$ cat src/srpw_pkg.sv
// Shared types, constants and helpers for the windowed RMS and peak meter.
// No dependencies.
package srpw_pkg;

    localparam int SAMPLE_BITS_DEF = 12;
    localparam int FRAC_BITS_DEF   = 12;
    localparam int SAMPLE_W        = 12;
    localparam int TS_W            = 32;
    localparam int LEVEL_W         = 24;
    localparam int PEAK_W          = 23;
    localparam int CFG_IDX_W       = 2;
    localparam int CFG_DATA_W      = 32;
    localparam int US_PER_MS       = 1000;
    localparam int SPAN_W          = 26;

    localparam logic [CFG_IDX_W-1:0] REG_GAIN      = 2'd0;
    localparam logic [CFG_IDX_W-1:0] REG_OFFSET    = 2'd1;
    localparam logic [CFG_IDX_W-1:0] REG_CUTOFF    = 2'd2;
    localparam logic [CFG_IDX_W-1:0] REG_WINDOW_MS = 2'd3;

    localparam logic KIND_INSTANT = 1'b0;
    localparam logic KIND_WINDOW  = 1'b1;

    typedef struct packed {
        logic [31:0]         gain;
        logic signed [23:0]  offset;
        logic [PEAK_W-1:0]   cutoff;
        logic [15:0]         window_ms;
    } t_cfg;

    typedef struct packed {
        logic signed [LEVEL_W-1:0] value;
        logic [TS_W-1:0]           ts;
    } t_item;

    typedef struct packed {
        logic                      kind;
        logic signed [LEVEL_W-1:0] level;
        logic [PEAK_W-1:0]         peak;
    } t_result;

    function automatic logic [PEAK_W-1:0] mag23(input logic signed [LEVEL_W-1:0] v);
        logic [LEVEL_W-1:0] m;
        m = v[LEVEL_W-1] ? LEVEL_W'(-v) : LEVEL_W'(v);
        if (m[LEVEL_W-1]) mag23 = {PEAK_W{1'b1}};
        else mag23 = m[PEAK_W-1:0];
    endfunction

endpackage

$ cat src/srpw_queue.sv
// Two-entry queue between the front end and the window engine.
// Depends on srpw_pkg.
module srpw_queue (
    input  logic            i_clk,
    input  logic            i_rst_n,
    input  logic            i_push,
    input  srpw_pkg::t_item i_item,
    output logic            o_ready,
    output logic            o_valid,
    output srpw_pkg::t_item o_item,
    input  logic            i_pop
);
    import srpw_pkg::*;

    t_item      r_mem [2];
    logic       r_wp;
    logic       r_rp;
    logic [1:0] r_cnt;
    logic       w_wr;
    logic       w_rd;

    assign o_ready = (r_cnt != 2'd2);
    assign o_valid = (r_cnt != 2'd0);
    assign o_item  = r_mem[r_rp];
    assign w_wr    = i_push && o_ready;
    assign w_rd    = i_pop && o_valid;

    always_ff @(posedge i_clk) begin
        if (!i_rst_n) begin
            r_wp  <= 1'b0;
            r_rp  <= 1'b0;
            r_cnt <= 2'd0;
        end else begin
            if (w_wr) r_wp <= !r_wp;
            if (w_rd) r_rp <= !r_rp;
            r_cnt <= r_cnt + 2'(w_wr) - 2'(w_rd);
        end
    end

    always_ff @(posedge i_clk) begin
        if (w_wr) r_mem[r_wp] <= i_item;
    end

endmodule

$ cat config.mk
export PLATFORM = sky130hd
export DESIGN_NAME = srpw_queue
export DESIGN_NICKNAME = d
export VERILOG_FILES = /design/src/srpw_pkg.sv /design/src/srpw_queue.sv
export SDC_FILE = /design/constraint.sdc
export NUM_CORES = 1
export LEC_CHECK = 0
export ABC_AREA = 1
export BUFFER_PORTS_ARGS = -buffer_cell sky130_fd_sc_hd__buf_2
export CAP_MARGIN = 30
export CELL_PAD_IN_SITES_DETAIL_PLACEMENT = 1
export CELL_PAD_IN_SITES_GLOBAL_PLACEMENT = 2
export CORE_ASPECT_RATIO = 0.75
export CORE_MARGIN = 1
export CORE_UTILIZATION = 41
export DETAILED_ROUTE_END_ITERATION = 16
export GPL_TIMING_DRIVEN = 0
export PLACE_DENSITY = 0.8
export SKIP_CTS_REPAIR_TIMING = 1
export SLEW_MARGIN = 30
export SYNTH_ARGS = -nofsm -noshare
export SYNTH_HDL_FRONTEND = slang
export SYNTH_SLANG_ARGS = --single-unit
$ cat constraint.sdc
create_clock -name i_clk -period 8.45 [get_ports i_clk]
set_input_delay 1.2675 -clock i_clk [delete_from_list [all_inputs] [get_ports i_clk]]
set_output_delay 1.2675 -clock i_clk [all_outputs]
set_load 0.05 [all_outputs]
==> After elaboration in Yosys (flattened, before gate mapping) <==
Memory sizes are Yosys's and may differ from the RTL's. A register that Yosys moved wholly into a read port is not among the register bits.
Cells that the tools add are included.
{ "classes": {"n_addsub": 2, "n_eq_ne": 1, "mux": 4, "reduce_logical": 5} }
{ "ops": {"columns": ["cell", "n"], "rows": [
  ["two-way mux 1 bit", 4],
  ["adder 2 x 1 -> 2 bit", 1],
  ["logical AND 1 bit", 2],
  ["zero test 1 bit", 2],
  ["inequality test 2 bit (second input constant)", 1],
  ["nonzero test 2 bit", 1],
  ["subtractor 2 x 1 -> 2 bit", 1]
]} }
{ "totals": {"ff_bits": 4, "mem_bits_rw": 112, "input_bits": 60, "output_inout_bits": 58, "word_cells": 16, "mem_count": 1} }
{ "memory_table": {"columns": ["memory", "depth", "word_bits", "read_ports", "rd_ports_with_merged_regs", "wr", "line_no", "text"], "rows": [
  ["r_mem", 2, 56, 1, 1, 1, "srpw_queue.sv:15", "t_item r_mem [2];"]
]} }

==> Depth between registers and ports, before layout <==
Gate-level depths: netlist of run 1.
{ "logic_depth": {"depth_word": 4, "depth_mapped": 11, "depth_no_buf": 11} }

==> Least setup slack after synthesis of run 1 <==
No wires, ideal clock.
{ "synth_timing": {"path_kind": "input to register", "from": "input port i_push", "to": "memory r_mem[1][0] (netlist bit), enable pin", "setup_ns": 0.472, "arrival_ns": 3.817, "required_ns": 7.978, "setup_slack_ns": 4.162, "cell_stages": 2, "cell_sequence": "nand2_1 > nor2_1"} }
{ "synth_between": {"elab_chain_cells": 3} }
{ "synth_rtl": {"columns": ["item", "line_no", "text"], "rows": [
  ["start: declaration", "srpw_queue.sv:6", "input logic i_push,"],
  ["logical AND 1 bit", "srpw_queue.sv:25", "assign w_wr = i_push && o_ready;"],
  ["two-way mux 1 bit", "srpw_queue.sv:41", "if (w_wr) r_mem[r_wp] <= i_item;"],
  ["two-way mux 1 bit (not written as such)", "srpw_queue.sv:41", null],
  ["end: declaration", "srpw_queue.sv:15", null]
]} }
Every way passes these cells.

==> reports/summary.txt, run 1 <==
status = complete, no violations
CP cell instances = buf_6 -> buf_6 -> mux2_4 -> buf_2
Slowest-stage cell, CP = dfxtp_1
Worst slew margin = 0.628
Row Count = 32
Num CTS Buffers = 17
syn_nets = 271
largest net degree at the start of global routing = 18
worst-margin pin slew = 557 ps
Clk pin slew, worst setup/hold paths = 50 ps
Placer Congestion = 0.656
met2 WL = 3980 um
Fillers = 971
post-DP HPWL = 5620 um
worst skew pair latency = 400 ps
core box area = 0.0104 mm^2
Total Neg Setup Slack = 0 ps
pwr dens = 374 mW/mm^2
cells after synthesis = 210
antenna violations before repair = 0
DIE HEIGHT = 92.1 um
root buf cell = clkbuf_16
# setup viols final = 0
Initial DRC Count = 80
Crit Path Max Fanout = 10
fraction of final layout cells sized beyond drive strength 1 = 0.592
Fmax = 341 MHz
CTS max path bufs = 2
routed len/inst = 16.3 um
CP top delay family = buffers and inverters
CTS tree = yes
max-slew violations = 0
drt first pass iters = 4
RSZ-0062 raised after global routing = false
Comb pwr share = 0.326
Int Pwr = 1490 uW
P_sw = 745 uW
GRT overflow = 0
most frequent CP cell = buf_6
maximum vdd drop = 0.000227 V
Final Skew = 10.1 ps
Die Width = 122 um
Max stage delay on crit path = 350 ps
antenna-violating nets left = 0
Fin. Hold Viols = 0
top layer in use = met4
Met3 Routed Length = 731 um
Ys Warns = 0
count of cell types in the netlist = 13
via/cell ratio = 4.66
Syn-to-layout area delta = 34.5%
H-tree depth = 4
Leak = 0.00238 uW
Sink Count = 117
IO Count = 118
cell area after layout = 0.00597 mm^2
clock power share = 0.334
nets = 413
Port Buffers = 117
Setup crit end kind = output port
Detailed Route WL = 8150 um
Buf+Inv Stages, Crit Path = 3
WP data required = 7180 ps
Flop pwr share = 0.340
number of synthesized register bits = 117
type of origin of the critical path = flip-flop
WL met1 = 3320 um
Critical Setup Path Class = reg2out
Seq/Total Area, Yosys = 0.780
global-route total usage across every layer = 0.156
Post-Place Setup Slack = 5630 ps
worst hold path class = reg2reg
Tmin final = 2930 ps
# DRC = 0
Max Cap Violations = 0
die area = 0.0112 mm^2
Synth Cell Area = 0.00444 mm^2
Starting Density = 0.426
Setup WS post-layout = 5520 ps
Worst EP arrival = 1670 ps
Sw Share = 0.333
Mapped Avg Cell Area = 21.1 um^2
first-pass GRT wire length = 12,600 um
DR vias = 2,329
Post-DP Area = 0.00535 mm^2
period utilization = 0.347
vias in the first global route = 2,484
==> synthesized netlist by cell type <==
cell type / number / area, um^2
buf_6: 5 / 56.3
xnor2_1: 1 / 8.76
nand2_1: 11 / 41.3
nor2_1: 9 / 33.8
buf_2: 1 / 5.00
inv_1: 7 / 26.3
nand3_1: 1 / 5.00
mux2_2: 16 / 180
a21oi_1: 1 / 5.00
ha_1: 1 / 12.5
edfxtp_1: 112 / 3360
dfxtp_1: 5 / 100
mux2_4: 40 / 601
==> cells by family after synthesis <==
kind of cell	Yosys count	share of synthesized area
flops	117	0.780
simple gates	21	0.0180
fa+ha+maj	1	0.00282
mux	56	0.176
compound gates	1	0.00113
xor+xnor	1	0.00197
buf+inv	13	0.0197
==> worst min-delay path, cell delays in order, from the launching register on <==
cell	delay (ps)
dfxtp_1	330
nor2_1	60
nor2_1	90
==> worst paths after layout <==
check | start | end | slack, ps | cells past startpoint
min | r_rp$_SDFFE_PN0P_ | r_rp$_SDFFE_PN0P_ | 510 | 2
min reg2reg | r_rp$_SDFFE_PN0P_ | r_rp$_SDFFE_PN0P_ | 510 | 2
max reg2reg | r_cnt[0]$_SDFF_PN0_ | r_mem[1][6]$_DFFE_PP_ | 6560 | 6
max | flip-flop | o_item[31] | 5520 | 4
==> metal layers <==
layer,track usage,vias up
met5,0,-
met4,0.0671,0
met3,0.0771,15
met2,0.249,87
met1,0.178,1133
li1,-,1094
==> layout make-up <==
cell class	count	area (um^2)	share of cell area
Inverter	7	26.3	0.00440
Antenna cell	1	2.50	0.000419
Timing Repair Buffer	123	726	0.122
Sequential cell	117	3460	0.580
Clock inverter	12	186	0.0312
Clock buffer	18	429	0.0719
Buffer	6	61.3	0.0103
Multi-Input combinational cell	80	902	0.151
Tap cell	136	170	0.0285
==> power by group through the flow <==
| stage | combinational [uW] | clock [uW] | sequential (uW) |
|---|---|---|---|
| after floorplan | 566 | 0 | 771 |
| after global placement | 694 | 0 | 778 |
| after detailed placement | 736 | 0 | 772 |
| after CTS | 739 | 763 | 762 |
| after global routing | 767 | 781 | 768 |
| final | 728 | 746 | 761 |
==> registers in the layout, indices dropped and copies added, names as in the netlist, named ones only <==
| signal | flops |
|---|---|
| r_cnt | 2 |
| r_rp | 1 |
| r_mem | 112 |
| r_wp | 1 |
==> cells in the final DEF, fill, tap and decap left out, types with 4 or more instances in the layout <==
cell       netlist  final
buf_16           0      4
buf_2            1    118
buf_6            5      5
bufinv_16        0      5
clkbuf_16        0     17
clkinv_2         0      5
dfxtp_1          5      5
edfxtp_1       112    112
inv_1            7      7
mux2_2          16     16
mux2_4          40     40
nand2_1         11     11
nor2_1           9      7
==> metrics by stage <==
step | total power, uW | std cells | hold slack (ps) | utilization
3_3_place_gp | 1470 | 463 | 481 | 0.499
6_report | 2230 | 500 | 507 | 0.573
5_1_grt | 2320 | 499 | 545 | 0.573
4_1_cts | 2260 | 499 | 510 | 0.573
3_5_place_dp | 1510 | 469 | 495 | 0.514
2_1_floorplan | 1340 | 210 | 467 | -
Note: power is estimated with default switching activity, not from simulation.
==> run 2, diff against run 1 <==
--- a/config.mk
+++ b/config.mk
@@ -12,10 +12,10 @@
 export CELL_PAD_IN_SITES_GLOBAL_PLACEMENT = 2
 export CORE_ASPECT_RATIO = 0.75
 export CORE_MARGIN = 1
-export CORE_UTILIZATION = 41
+export CORE_UTILIZATION = 34
 export DETAILED_ROUTE_END_ITERATION = 16
 export GPL_TIMING_DRIVEN = 0
-export PLACE_DENSITY = 0.8
+export PLACE_DENSITY = 0.71
 export SKIP_CTS_REPAIR_TIMING = 1
 export SLEW_MARGIN = 30
 export SYNTH_ARGS = -nofsm -noshare
==> constraint.sdc (replaced) <==
create_clock -name i_clk -period 2.4 [get_ports i_clk]
set_input_delay 0.36 -clock i_clk [delete_from_list [all_inputs] [get_ports i_clk]]
set_output_delay 0.36 -clock i_clk [all_outputs]
set_load 0.05 [all_outputs]
==> reports/summary.txt, run 2 (synthesized netlist as in run 1, its figures left out) <==
status = complete, no violations
Core Util, Final = 0.477
ant diodes = 0
core box area = 0.0125 mm^2
first-pass GRT wire length = 12,800 um
fraction of final layout cells sized beyond drive strength 1 = 0.590
DIE HEIGHT = 101 um
drt first pass iters = 3
antenna violations before repair = 1
Leak = 0.00236 uW
Largest register FFs = 112
Slowest-stage cell, CP = dfxtp_1
Max stage delay on crit path = 330 ps
post-DP HPWL = 5670 um
routed len/inst = 15.8 um
worst-margin pin slew = 440 ps
Worst EP arrival = 1650 ps
WP data required = 2040 ps
H-tree depth = 4
CP top delay family = buffers and inverters
root buf cell = clkbuf_16
antenna-violating nets left = 0
Post-DP Area = 0.00539 mm^2
worst hold path class = in2reg
commonest non-fill, non-tap cells in the layout = buf_2, edfxtp_1, mux2_4, clkbuf_16, mux2_2
CTS max path bufs = 2
# setup viols final = 0
die area = 0.0135 mm^2
post-placement cell count = 499
pwr dens = 1290 mW/mm^2
global-route total usage across every layer = 0.132
Buf+Inv Stages, Crit Path = 3
Fmax = 498 MHz
CP cell instances = buf_6 -> buf_6 -> mux2_4 -> buf_2
Starting Density = 0.356
Setup crit end kind = output port
Initial DRC Count = 111
Sink Count = 117
# DRC = 0
Die Width = 134 um
Worst slew margin = 0.706
IO Count = 118
largest net degree at the start of global routing = 22
Tot Pwr = 7660 uW
commonest non-fill, non-tap cell in the layout = buf_2
DR vias = 2,329
Clk pin slew, worst setup/hold paths = 50 ps
Fin. Hold Viols = 0
Row Count = 35
Critical Setup Path Class = reg2out
type of origin of the critical path = flip-flop
Detailed Route WL = 8350 um
Max Cap Violations = 0
maximum vdd drop = 0.000599 V
Port Buffers = 117
Final Skew = 4.28 ps
RSZ-0062 raised after global routing = false
Total Neg Setup Slack = 0 ps
Fillers = 1,201
Crit Path Max Fanout = 10
Seq. cell area = 0.00346 mm^2
multi-input logic area = 902 um^2
CTS tree = yes
Tmin final = 2010 ps
worst skew pair latency = 400 ps
max-slew violations = 0
Placer Congestion = 0.683
cell area after layout = 0.00595 mm^2
vias in the first global route = 2,438
final non-filler cell total = 529
GRT overflow = 0
via/cell ratio = 4.40
Syn-to-layout area delta = 34.1%
most frequent CP cell = buf_6
Most flops, register = r_mem
nets = 413
period utilization = 0.837
Num CTS Buffers = 17
biggest regs = r_mem x112, r_cnt x2
-- run 2: cell count changes in the layout (fill, tap and decap cells not counted), sizes merged --
cell / change
clkinv: +2
clkbuf: -1
diode: -1
bufinv: -2
clkinvlp: +1
-- run 2: worst paths after layout --
path | slack, ps | endpoint | from | cells after the start
setup / recovery | 390 | o_item[26] | flip-flop | 4
hold / removal | 150 | r_mem[0][31]$_DFFE_PP_ | i_item[31] | 1
setup reg to reg | 610 | r_mem[1][55]$_DFFE_PP_ | r_cnt[0]$_SDFF_PN0_ | 6
hold reg to reg | 520 | r_rp$_SDFFE_PN0P_ | r_rp$_SDFFE_PN0P_ | 2
-- run 2: final cells by class --
class                           count  share of cell area
Sequential cell                   117               0.582
Multi-Input combinational cell     80               0.152
Timing Repair Buffer              123               0.122
Clock buffer                       17              0.0715
Tap cell                          166              0.0349
Clock inverter                     13              0.0237
Buffer                              6              0.0103
Inverter                            7             0.00441
-- run 2: metal layers --
metal / GRT usage / share of wire
met1: 0.154 / 0.43
met2: 0.206 / 0.47
met3: 0.0633 / 0.087
met4: 0.0603 / 0.013
met5: 0 / 0
-- run 2: through the flow --
step | setup slack, ps | hold WS (ps)
finish | 392 | 150
global route | 278 | 130
CTS | 342 | 129
detailed placement | 566 | 508
global placement | -1100 | 480
floorplan | -530 | 453
-- run 2: where the power goes --
group	switching (uW)	total (uW)	internal [uW]
clock network	821	2420	1590
registers	80.6	2670	2590
logic	1730	2570	839
