### config.mk
export PLATFORM = sky130hd
export DESIGN_NAME = srpw_front
export DESIGN_NICKNAME = d
export VERILOG_FILES = /design/src/srpw_pkg.sv /design/src/srpw_front.sv
export SDC_FILE = /design/constraint.sdc
export NUM_CORES = 1
export LEC_CHECK = 0
export BUFFER_PORTS_ARGS = -buffer_cell sky130_fd_sc_hd__buf_2
export CORE_MARGIN = 5
export CORE_UTILIZATION = 25
export CTS_BUF_LIST = sky130_fd_sc_hd__clkbuf_8
export CTS_CLUSTER_DIAMETER = 60
export DETAILED_ROUTE_END_ITERATION = 12
export MAX_ROUTING_LAYER = met4
export PLACE_DENSITY_LB_ADDON = 0.15
export SETUP_SLACK_MARGIN = 0.02
export SYNTH_ARGS = -nofsm -noshare
export SYNTH_HDL_FRONTEND = slang
export SYNTH_SLANG_ARGS = --single-unit
### constraint.sdc
create_clock -name i_clk -period 6.7 [get_ports i_clk]
set_input_delay 0.335 -clock i_clk [delete_from_list [all_inputs] [get_ports i_clk]]
set_output_delay 0.335 -clock i_clk [all_outputs]
set_load 0.05 [all_outputs]
### src/srpw_pkg.sv
// Shared types, constants and helpers for the windowed RMS and peak meter.
// No dependencies.
package srpw_pkg;

    localparam int SAMPLE_BITS_DEF = 12;
    localparam int FRAC_BITS_DEF   = 12;
    localparam int SAMPLE_W        = 12;
    localparam int TS_W            = 32;
    localparam int LEVEL_W         = 24;
    localparam int PEAK_W          = 23;
    localparam int CFG_IDX_W       = 2;
    localparam int CFG_DATA_W      = 32;
    localparam int US_PER_MS       = 1000;
    localparam int SPAN_W          = 26;

    localparam logic [CFG_IDX_W-1:0] REG_GAIN      = 2'd0;
    localparam logic [CFG_IDX_W-1:0] REG_OFFSET    = 2'd1;
    localparam logic [CFG_IDX_W-1:0] REG_CUTOFF    = 2'd2;
    localparam logic [CFG_IDX_W-1:0] REG_WINDOW_MS = 2'd3;

    localparam logic KIND_INSTANT = 1'b0;
    localparam logic KIND_WINDOW  = 1'b1;

    typedef struct packed {
        logic [31:0]         gain;
        logic signed [23:0]  offset;
        logic [PEAK_W-1:0]   cutoff;
        logic [15:0]         window_ms;
    } t_cfg;

    typedef struct packed {
        logic signed [LEVEL_W-1:0] value;
        logic [TS_W-1:0]           ts;
    } t_item;

    typedef struct packed {
        logic                      kind;
        logic signed [LEVEL_W-1:0] level;
        logic [PEAK_W-1:0]         peak;
    } t_result;

    function automatic logic [PEAK_W-1:0] mag23(input logic signed [LEVEL_W-1:0] v);
        logic [LEVEL_W-1:0] m;
        m = v[LEVEL_W-1] ? LEVEL_W'(-v) : LEVEL_W'(v);
        if (m[LEVEL_W-1]) mag23 = {PEAK_W{1'b1}};
        else mag23 = m[PEAK_W-1:0];
    endfunction

endpackage

### src/srpw_front.sv
// Front end: accepts input words; scales and offsets (zero gain passes the raw sample), clamps, cuts off.
// Depends on srpw_pkg.
module srpw_front #(
    parameter int SAMPLE_BITS = srpw_pkg::SAMPLE_BITS_DEF,
    parameter int FRAC_BITS   = srpw_pkg::FRAC_BITS_DEF
) (
    input  logic                              i_clk,
    input  logic                              i_rst_n,
    input  srpw_pkg::t_cfg                    i_cfg,
    input  logic                              i_valid,
    output logic                              o_ready,
    input  logic [srpw_pkg::SAMPLE_W-1:0]     i_sample,
    input  logic [srpw_pkg::TS_W-1:0]         i_ts,
    output logic                              o_push,
    output srpw_pkg::t_item                   o_item,
    input  logic                              i_q_ready
);
    import srpw_pkg::*;

    localparam int PW = SAMPLE_BITS + 32;
    localparam int VW = SAMPLE_BITS + 34;
    localparam int SH = 16 - FRAC_BITS;

    logic                   r_vld;
    logic [PW-1:0]          r_prod;
    logic [SAMPLE_BITS-1:0] r_smp;
    logic                   r_raw;
    logic [TS_W-1:0]        r_ts;

    logic [SAMPLE_BITS-1:0] w_smp;
    logic signed [VW-1:0]   w_v;
    logic signed [LEVEL_W-1:0] w_c;
    logic [LEVEL_W-1:0]     w_mag;

    assign o_ready = !r_vld || i_q_ready;
    assign w_smp   = SAMPLE_BITS'(i_sample);

    always_ff @(posedge i_clk) begin
        if (!i_rst_n) begin
            r_vld <= 1'b0;
        end else if (i_valid && o_ready) begin
            r_vld <= 1'b1;
        end else if (i_q_ready) begin
            r_vld <= 1'b0;
        end
    end

    // Register the gain product before the offset and clamp.
    always_ff @(posedge i_clk) begin
        if (i_valid && o_ready) begin
            r_prod <= PW'(w_smp) * PW'(i_cfg.gain);
            r_smp  <= w_smp;
            r_raw  <= (i_cfg.gain == 32'd0);
            r_ts   <= i_ts;
        end
    end

    always_comb begin
        if (r_raw) begin
            w_v = $signed(VW'(r_smp) << FRAC_BITS);
        end else begin
            w_v = $signed(VW'(r_prod >> SH)) - VW'(i_cfg.offset);
        end
        if (w_v > VW'(signed'(2**(LEVEL_W-1) - 1))) begin
            w_c = {1'b0, {(LEVEL_W-1){1'b1}}};
        end else if (w_v < -VW'(signed'(2**(LEVEL_W-1)))) begin
            w_c = {1'b1, {(LEVEL_W-1){1'b0}}};
        end else begin
            w_c = w_v[LEVEL_W-1:0];
        end
        w_mag = w_c[LEVEL_W-1] ? LEVEL_W'(-w_c) : LEVEL_W'(w_c);
        o_item.ts    = r_ts;
        o_item.value = (w_mag < {1'b0, i_cfg.cutoff}) ? '0 : w_c;
    end

    assign o_push = r_vld;

endmodule

## Word level (Yosys, flattened, before mapping)

Cells that the tools add are included.

- Register bits: 90
- Input bits: 143
- Output and inout bits: 58

- Add/sub/neg operators: 2
- $mul: 1
- Magnitude comparators: 3
- Multiplexer cells: 7
- Reductions and logical operators: 5

Operators by type and width:

| kind | count |
|---|---|
| 24-bit 2-to-1 mux | 4 |
| 46-bit by 24-bit greater-than comparator with 1-bit output (second input constant) | 1 |
| 46-bit by 24-bit < comparator with 1-bit output (second input constant) | 1 |
| 46-bit 2-to-1 mux | 1 |
| 12-bit by 32-bit multiplier with 44-bit output | 1 |
| 41-bit by 24-bit subtractor with 42-bit output | 1 |
| 32-bit zero test | 1 |
| 24-bit by 23-bit < comparator with 1-bit output | 1 |
| 24-bit negator | 1 |
| 1-bit 2-to-1 mux | 2 |
| 2-bit nonzero test | 1 |
| 1-bit logical AND | 1 |
| 1-bit zero test | 1 |
| 1-bit logical OR | 1 |

## Logic depth before layout (Yosys ltp)

Gate-level depths: netlist of the first run.

- Word-level depth: 9
- Depth in mapped cells: 36
- Mapped depth without buffers: 33

## Worst setup path before layout of the first run

OpenSTA, ideal clock, no wires.

- Path type: in2out
- Start: in i_cfg[62] in the netlist's numbering
- End: out o_item[34] in the netlist's numbering
- Data arrival time: 6.923 ns
- Setup slack: -0.558 ns
- Cell stages on the path: 28
- Path buffers: 3
- Path through: inv_1 -> ha_1 -> buf_6 -> a21oi_4 -> o21ai_2 -> a2111oi_2 -> nor2_1 -> a31oi_1 -> xor2_1 -> or4b_1 -> nor4_4 -> nand4b_4 -> a21oi_4 -> buf_2 -> a21oi_1 -> ha_1 -> clkbuf_1 -> o211ai_2 -> nor2_2 -> mux2_1 -> nor3_2 -> ha_1 -> nand3_1 -> nor2_1 -> nand2_1 -> a2111oi_0 -> a21oi_2 -> a21oi_1

RTL lines:

| item | line | source |
|---|---|---|
| start, declared | srpw_front.sv:9 | `input srpw_pkg::t_cfg i_cfg,` |
| end, declared | srpw_front.sv:15 | `output srpw_pkg::t_item o_item,` |

==> results of run 1 <==
==> kinds of logic (layout without fill, tap and decap cells) <==
family                     count (synthesis)  after routing
adders and majority gates                444            444
buffers and inverters                    427            862
and+or+nand+nor                          763            763
muxes                                     13             13
other                                      0              3
xor gates and xnor gates                  60             60
AOI/OAI and AO/OA                        376            376
DFF                                       86             86
==> cell type report <==
cell class,count,area (um^2)
flip-flops and latches,86,2572
inverters,315,1186
clock inverters,7,48.80
repair buffers,531,3874
clock buffers,9,123.9
fillers,7843,50570
multi-input cells,1656,15110
diodes,3,7.507
well taps,969,1212
==> cells in the final DEF, fill, tap and decap left out, types with 29 or more instances in the layout <==
master / count
buf_2: 158
and2_1: 106
fa_1: 300
ha_1: 140
xnor2_1: 39
a21oi_1: 115
nand2_1: 365
edfxtp_1: 85
a21o_1: 43
nor2_1: 73
buf_4: 333
nor3_1: 29
o21ai_0: 36
inv_1: 313
==> metrics by stage <==
stage	total power [mW]	std cells	hold slack (ns)	instance area, um^2
finish	12.51	3576	0.1193	24130
global route	13.92	3576	0.07399	24130
CTS	12.56	3568	0.07586	23990
detailed placement	11.87	3541	0.5135	23330
global placement	11.82	3541	0.5134	23330
floorplan	8.011	2169	0.4339	19060
==> worst max-delay path: cells and delay by family, from the launching register on <==
kind | cells | cell delay [ns]
AOI/OAI and AO/OA | 17 | 2.93
adders and majority gates | 3 | 0.84
buffers and inverters | 3 | 0.45
DFF | 1 | 0.40
muxes | 1 | 0.21
and+or+nand+nor | 7 | 1.33
==> final timing paths <==
kind / startpoint / to / slack, ns / cells past startpoint
min: i_ts[16] / r_ts[16] / 0.12 / 1
max reg2reg: o_push / r_ts[12] / 4.79 / 3
max: r_prod[14] / o_item[44] / -0.18 / 31
min reg2reg: o_push / o_push / 0.55 / 2
==> state kept, by name, indices dropped and copies added, names as in the netlist <==
signal and flops:
o_push 1, r_ts 32, r_raw 1, r_smp 12
r_prod 40
==> metal layers <==
layer | vias to the layer above | wire length [um] | part of all wire | track usage
li1 | 7960 | - | - | -
met1 | 8301 | 28930 | 0.47 | 0.2071
met2 | 320 | 29890 | 0.48 | 0.2616
met3 | 46 | 2092 | 0.034 | 0.01390
met4 | 0 | 1062 | 0.017 | 0.03120
met5 | - | 0 | 0 | -
==> power breakdown <==
part | switching, mW | internal (mW) | leakage [nW]
clock network | 0.206 | 0.136 | 0.0887
registers | 0.0519 | 1.09 | 0.831
logic | 5.79 | 5.24 | 10.6
==> repair_timing <==
item / in CTS / in global routing
setup buffers: 10 / 6
endpoints found under the setup margin: 24 / 28
pin swaps: 28 / 10
gates resized for setup: 96 / 27
cloned: 2 / 0
==> summary.md, run 1 <==
| Metric | Value |
|---|---|
| Setup_tns | -3.691 ns |
| Final core utilization | 0.3230 |
| Final setup viols | 23 |
| DP Worst Slack | -0.6201 ns |
| Vias in the first global route | around 18000 |
| Largest family of logic cells by synthesized area | adder cells |
| Leakage power | between 10 and 15 nW |
| Post-Syn Area | between 15000 and 20000 um^2 |
| Slowest cell on the critical path | or4b_1 |
| Synth top area share | 0.3191 |
| Worst-Margin Slew | 0.8618 ns |
| CP max FO | 7 |
| Fin nets | 3186 |
| Fin crit share | 1.027 |
| Worst Setup Slack, final | -0.1777 ns |
| Starting DRT DRC Count | 759 |
| Power Dens Cells | a little over 500 nW/um^2 |
| Post-layout min period | just under 7 ns |
| Cells after Synth | roughly 2200 |
| First-pass GRT wire length | roughly 100000 um |
| Register area share after synthesis | 0.1362 |
| Fin Clk Skew | around 0.015 ns |
| Final Max Slew Viols | 0 |
| Initial antenna violation count | 3 |
| Post-Synthesis Net Count | 2756 |
| Initial cell density of the core | 0.2528 |
| ANT nets after route | 0 |
| Die Y | 284.8 um |
| Clock Path Buffers | 2 |
| YS warnings | 0 |
| Post-Synth XOR/XNOR Area | 0.02783 |
| CP startpoint kind | flop |
| Simple-Gate Fraction of Synth Area | 0.1954 |
| Wirelength per Cell | around 17 um |
| Crit path DAT | around 6.5 ns |
| Worst-path clk slew | about 0.1 ns |
| Compound-Gate Fraction of Synth Area | 0.1326 |
| Highest clock rate | 145.4 MHz |
| Std-Cell Rows | 100 |
| Clock Latency Late Sink | 0.39 ns |
| Mean area per synthesized cell | between 8 and 9 um^2 |
| Routability congestion estimate | roughly 0.84 |
| CP dominant cell by count | a21oi_1 |
| Outcome | finished with violations |
| Die extent in x | between 200 and 300 um |
| Clk root buf | clkbuf_8 |
| Largest stage delay on the critical path | 0.52 ns |
| Mux contribution to synthesized area | 0.006958 |
| Grt ovf | 0 |
| Synth Area in Adders | 0.4139 |
| Detailed-route DRC error count | 0 |
| Ys flop type | edfxtp_1 |
| TritonRoute pass-1 iters | 5 |
| Largest net degree at the start of global routing | between 60 and 70 |
| #FFs+latches synth | 86 |
| Detail Placement HPWL | ~53000 um |
| Routed wire length | 61980 um |
| CTS sink cnt | 86 |
| Failing checks | setup timing |
| IO Pins | approximately 200 |
| Post-synth ARST share | 0 |
| Relative slew slack | 0.4255 |
| Maxcap violations | 0 |
| Port buffer count | approximately 180 |
| H-Tree Depth | 3 |
| GRT Total Usage | 0.1556 |
| Top cells by count, synth | nand2_1 (366), inv_1 (314), fa_1 (301) |
| CTS tree | built |
| Crit end category | output port |
| Post-synth EDFFs | 85 |
| Core box area | between 70000 and 80000 um^2 |
| Synth-to-layout area growth | 27.80% |
| Synth area leaders | fa_1 (32%), edfxtp_1 (14%), ha_1 (9.5%), nand2_1 (7.3%), inv_1 (6.2%) |
| Share of post-route cells with drive strength above 1 | 0.2496 |
| Netlist cell types | 89 |
| Avg Vias per Cell | about 4.6 |
| Critical Path RT | around 6.4 ns |
| Worst Hold Class | in2reg |
| Top-count cell post-synth | nand2_1 |
| WS Path Type | reg2out |
| Post-synth top area cell | fa_1 |
| Die ar. | a little over 80000 um^2 |
| Unrepaired setup endpoints after global routing | true |
| Maximum vdd drop | a little under 0.3 mV |
| Inserted Clock Buffers | 9 |
| Vias | 16630 |
| Final Hold Fails | 0 |
| Post-cts hold buffer count | 0 |
(Power assumes the default switching activity.)
==> inputs of run 2 (changes only) <==
==> constraint.sdc (replaced) <==
create_clock -name i_clk -period 6.35 [get_ports i_clk]
set_input_delay 0.3175 -clock i_clk [delete_from_list [all_inputs] [get_ports i_clk]]
set_output_delay 0.3175 -clock i_clk [all_outputs]
set_load 0.05 [all_outputs]
==> run 2 against run 1 <==
Net effect: the flow still finishes with violations (setup timing); setup slack worse by 0.42 ns; global-route usage is 0.15 points lower; sequential power is 6% higher; clock power is 18% higher; wire length is 0.74% lower; die area stayed put; utilization is 1.0 points higher.
==> summary.md, run 2 (synthesized netlist as in run 1, its figures left out) <==
| Metric | Value |
|---|---|
| Outcome | finished with violations |
| Failing checks | setup timing |
| Critical Path RT | 6.03 ns (-0.33 ns) |
| Largest reg by FF count | r_prod |
| Die Y | 284.8 um (unchanged) |
| Grt ovf | 0 (unchanged) |
| CTS sink cnt | 86 (unchanged) |
| Post-route cell area | 24890 um^2 (+3.1%) |
| Slowest cell on the critical path | or4_4 |
| Port buffer count | 184 (unchanged) |
| Avg Vias per Cell | 4.601 (-1.1%) |
| Routability congestion estimate | 0.8463 (+0.88%) |
| Largest register FFs | 40 (unchanged) |
| Post-placement cell area | 23880 um^2 (+2.4%) |
| Vias | 16820 (+1.2%) |
| Power Dens Cells | 563.6 nW/um^2 (+8.7%) |
| Std-Cell Rows | 100 (unchanged) |
| Largest stage delay on the critical path | 0.57 ns (+0.05 ns) |
| Most frequent cells in the layout | buf_4 (413), nand2_1 (364), inv_1 (312) |
| Vias in the first global route | 18120 (+1.4%) |
| Synth-to-layout area growth | 31.80% |
| Starting DRT DRC Count | 741 (-2.4%) |
| Initial antenna violation count | 2 (-1) |
| TritonRoute pass-1 iters | 5 (unchanged) |
| Post-cts hold buffer count | 0 (unchanged) |
| CTS tree | built |
| Leakage power | 11.91 nW (+3.6%) |
| Routed wire length | 61520 um (-0.74%) |
| Final Hold Fails | 0 (unchanged) |
| Fin Hold WS | 0.08534 ns (-0.03399 ns) |
| CP startpoint kind | flop |
| Crit end category | output port |
| CP Buf/Inv Count | 6 (+3) |
| First-pass GRT wire length | 99060 um (-0.51%) |
| Die ar. | 81120 um^2 (unchanged) |
| Unrepaired setup endpoints after global routing | true |
| WS Path Type | reg2out |
| Final Max Slew Viols | 0 (unchanged) |
| Inserted Clock Buffers | 9 (unchanged) |
| Clock Latency Late Sink | 0.40 ns (about the same) |
| Die extent in x | 284.8 um (unchanged) |
| Largest net degree at the start of global routing | 76 (+17%) |
| Fin nets | 3266 (+2.5%) |
| Final core utilization | 0.3332 (+0.01012) |
| Multi-input logic area | 15240 um^2 (+0.88%) |
| Detail Placement HPWL | 53330 um (about the same) |
| ANT nets after route | 0 (unchanged) |
| Fin Clk Skew | 0.01290 ns (-0.002438 ns) |
| Crit path DAT | 6.63 ns (+0.09 ns) |
| Wirelength per Cell | 16.83 um (-2.9%) |
| Clock Path Buffers | 2 (unchanged) |
| Worst-Margin Slew | 1.010 ns (+0.1486 ns) |
| H-Tree Depth | 3 (unchanged) |
| Worst-path clk slew | 0.10 ns (about the same) |
| Initial cell density of the core | 0.2528 (unchanged) |
| Commonest non-fill, non-tap cell in the layout | buf_4 |
| Share of post-route cells with drive strength above 1 | 0.2779 (+0.02833) |
| Top flop regs | r_prod (40), r_ts (32), r_smp (12) |
| Detailed-route DRC error count | 0 (unchanged) |
| Worst Hold Class | in2reg |
| Clk root buf | clkbuf_8 |
| GRT Total Usage | 0.1541 (-0.001518) |
| CP dominant cell by count | a21oi_4 |
| Core box area | 74700 um^2 (unchanged) |
| Seq. cell area | 2572 um^2 (unchanged) |
| Final setup viols | 24 (+4.3%) |
| Highest clock rate | approximately 140 MHz |
| CP max FO | 7 (unchanged) |
| Post-layout min period | 6.945 ns |
| Maximum vdd drop | 0.3659 mV (+26%) |
| Worst Setup Slack, final | -0.5953 ns (-0.4176 ns) |
| CP top delay family | compound AO/OA/AOI/OAI gates |
| Maxcap violations | 0 (unchanged) |
| Fin crit share | 1.094 |
| Relative slew slack | 0.3264 (-0.09910) |
| IO Pins | 201 (unchanged) |
| Filler Cell Count | 7810 (-0.42%) |
## run 2: changes by cell type in the layout (fill, tap and decap cells not counted), moves of 4 or more
cell     change
a21oi_1      -5
a21oi_2      +4
buf_4       +80
buf_6        +6
## run 2: what timing repair did
item	4_1_cts	5_1_grt
resized for setup	97	42
pin swaps	17	14
hold endpoints to repair	0	0
buffers inserted	19	15
gates cloned	1	1
setup endpoints to repair	28	30
## run 2: final cells by class
class | count | share of cell area
tap | 969 | 0.04872
sequential | 86 | 0.1034
clock inverter | 7 | 0.002866
timing repair buffer | 611 | 0.1798
antenna | 3 | 0.0003017
clock buffer | 9 | 0.004977
inverter | 315 | 0.04766
multi-input combinational | 1656 | 0.6123
## run 2: final timing paths
| path | start | end | slack (ns) | cells past startpoint |
|---|---|---|---|---|
| worst max-delay path | r_prod[4] | o_item[48] | -0.60 | 31 |
| worst max register to register | o_push | r_ts[24] | 4.48 | 3 |
| worst min register to register | o_push | o_push | 0.53 | 2 |
| worst min-delay path | i_ts[25] | r_ts[25] | 0.09 | 1 |
## run 2: power by group
| group | internal [mW] | switching [mW] | total [mW] | leakage (nW) |
|---|---|---|---|---|
| logic | 6.03 | 6.38 | 12.4 | 11.0 |
| clock network | 0.183 | 0.219 | 0.402 | 0.0953 |
| registers | 1.16 | 0.0617 | 1.22 | 0.831 |
| total | 7.37 | 6.66 | 14.0 | 11.9 |
## run 2: stage by stage
stage / setup TNS [ns] / power (mW) / cells / setup slack, ns
global route: -23.28 / 15.56 / 3655 / -0.9978
floorplan: -3.274 / 8.502 / 2169 / -0.1696
CTS: -13.69 / 13.89 / 3639 / -0.6519
detailed placement: -19.87 / 13.07 / 3604 / -0.7461
global placement: -17.78 / 13.03 / 3604 / -0.6864
finish: -13.20 / 14.02 / 3656 / -0.5953
## run 2: metal layers
layer	global-route usage	up-vias	routed length, um
li1	-	8122	-
met2	0.2608	278	29840
met1	0.2098	8377	29350
met5	-	-	0
met3	0.008466	43	1578
met4	0.02362	0	754
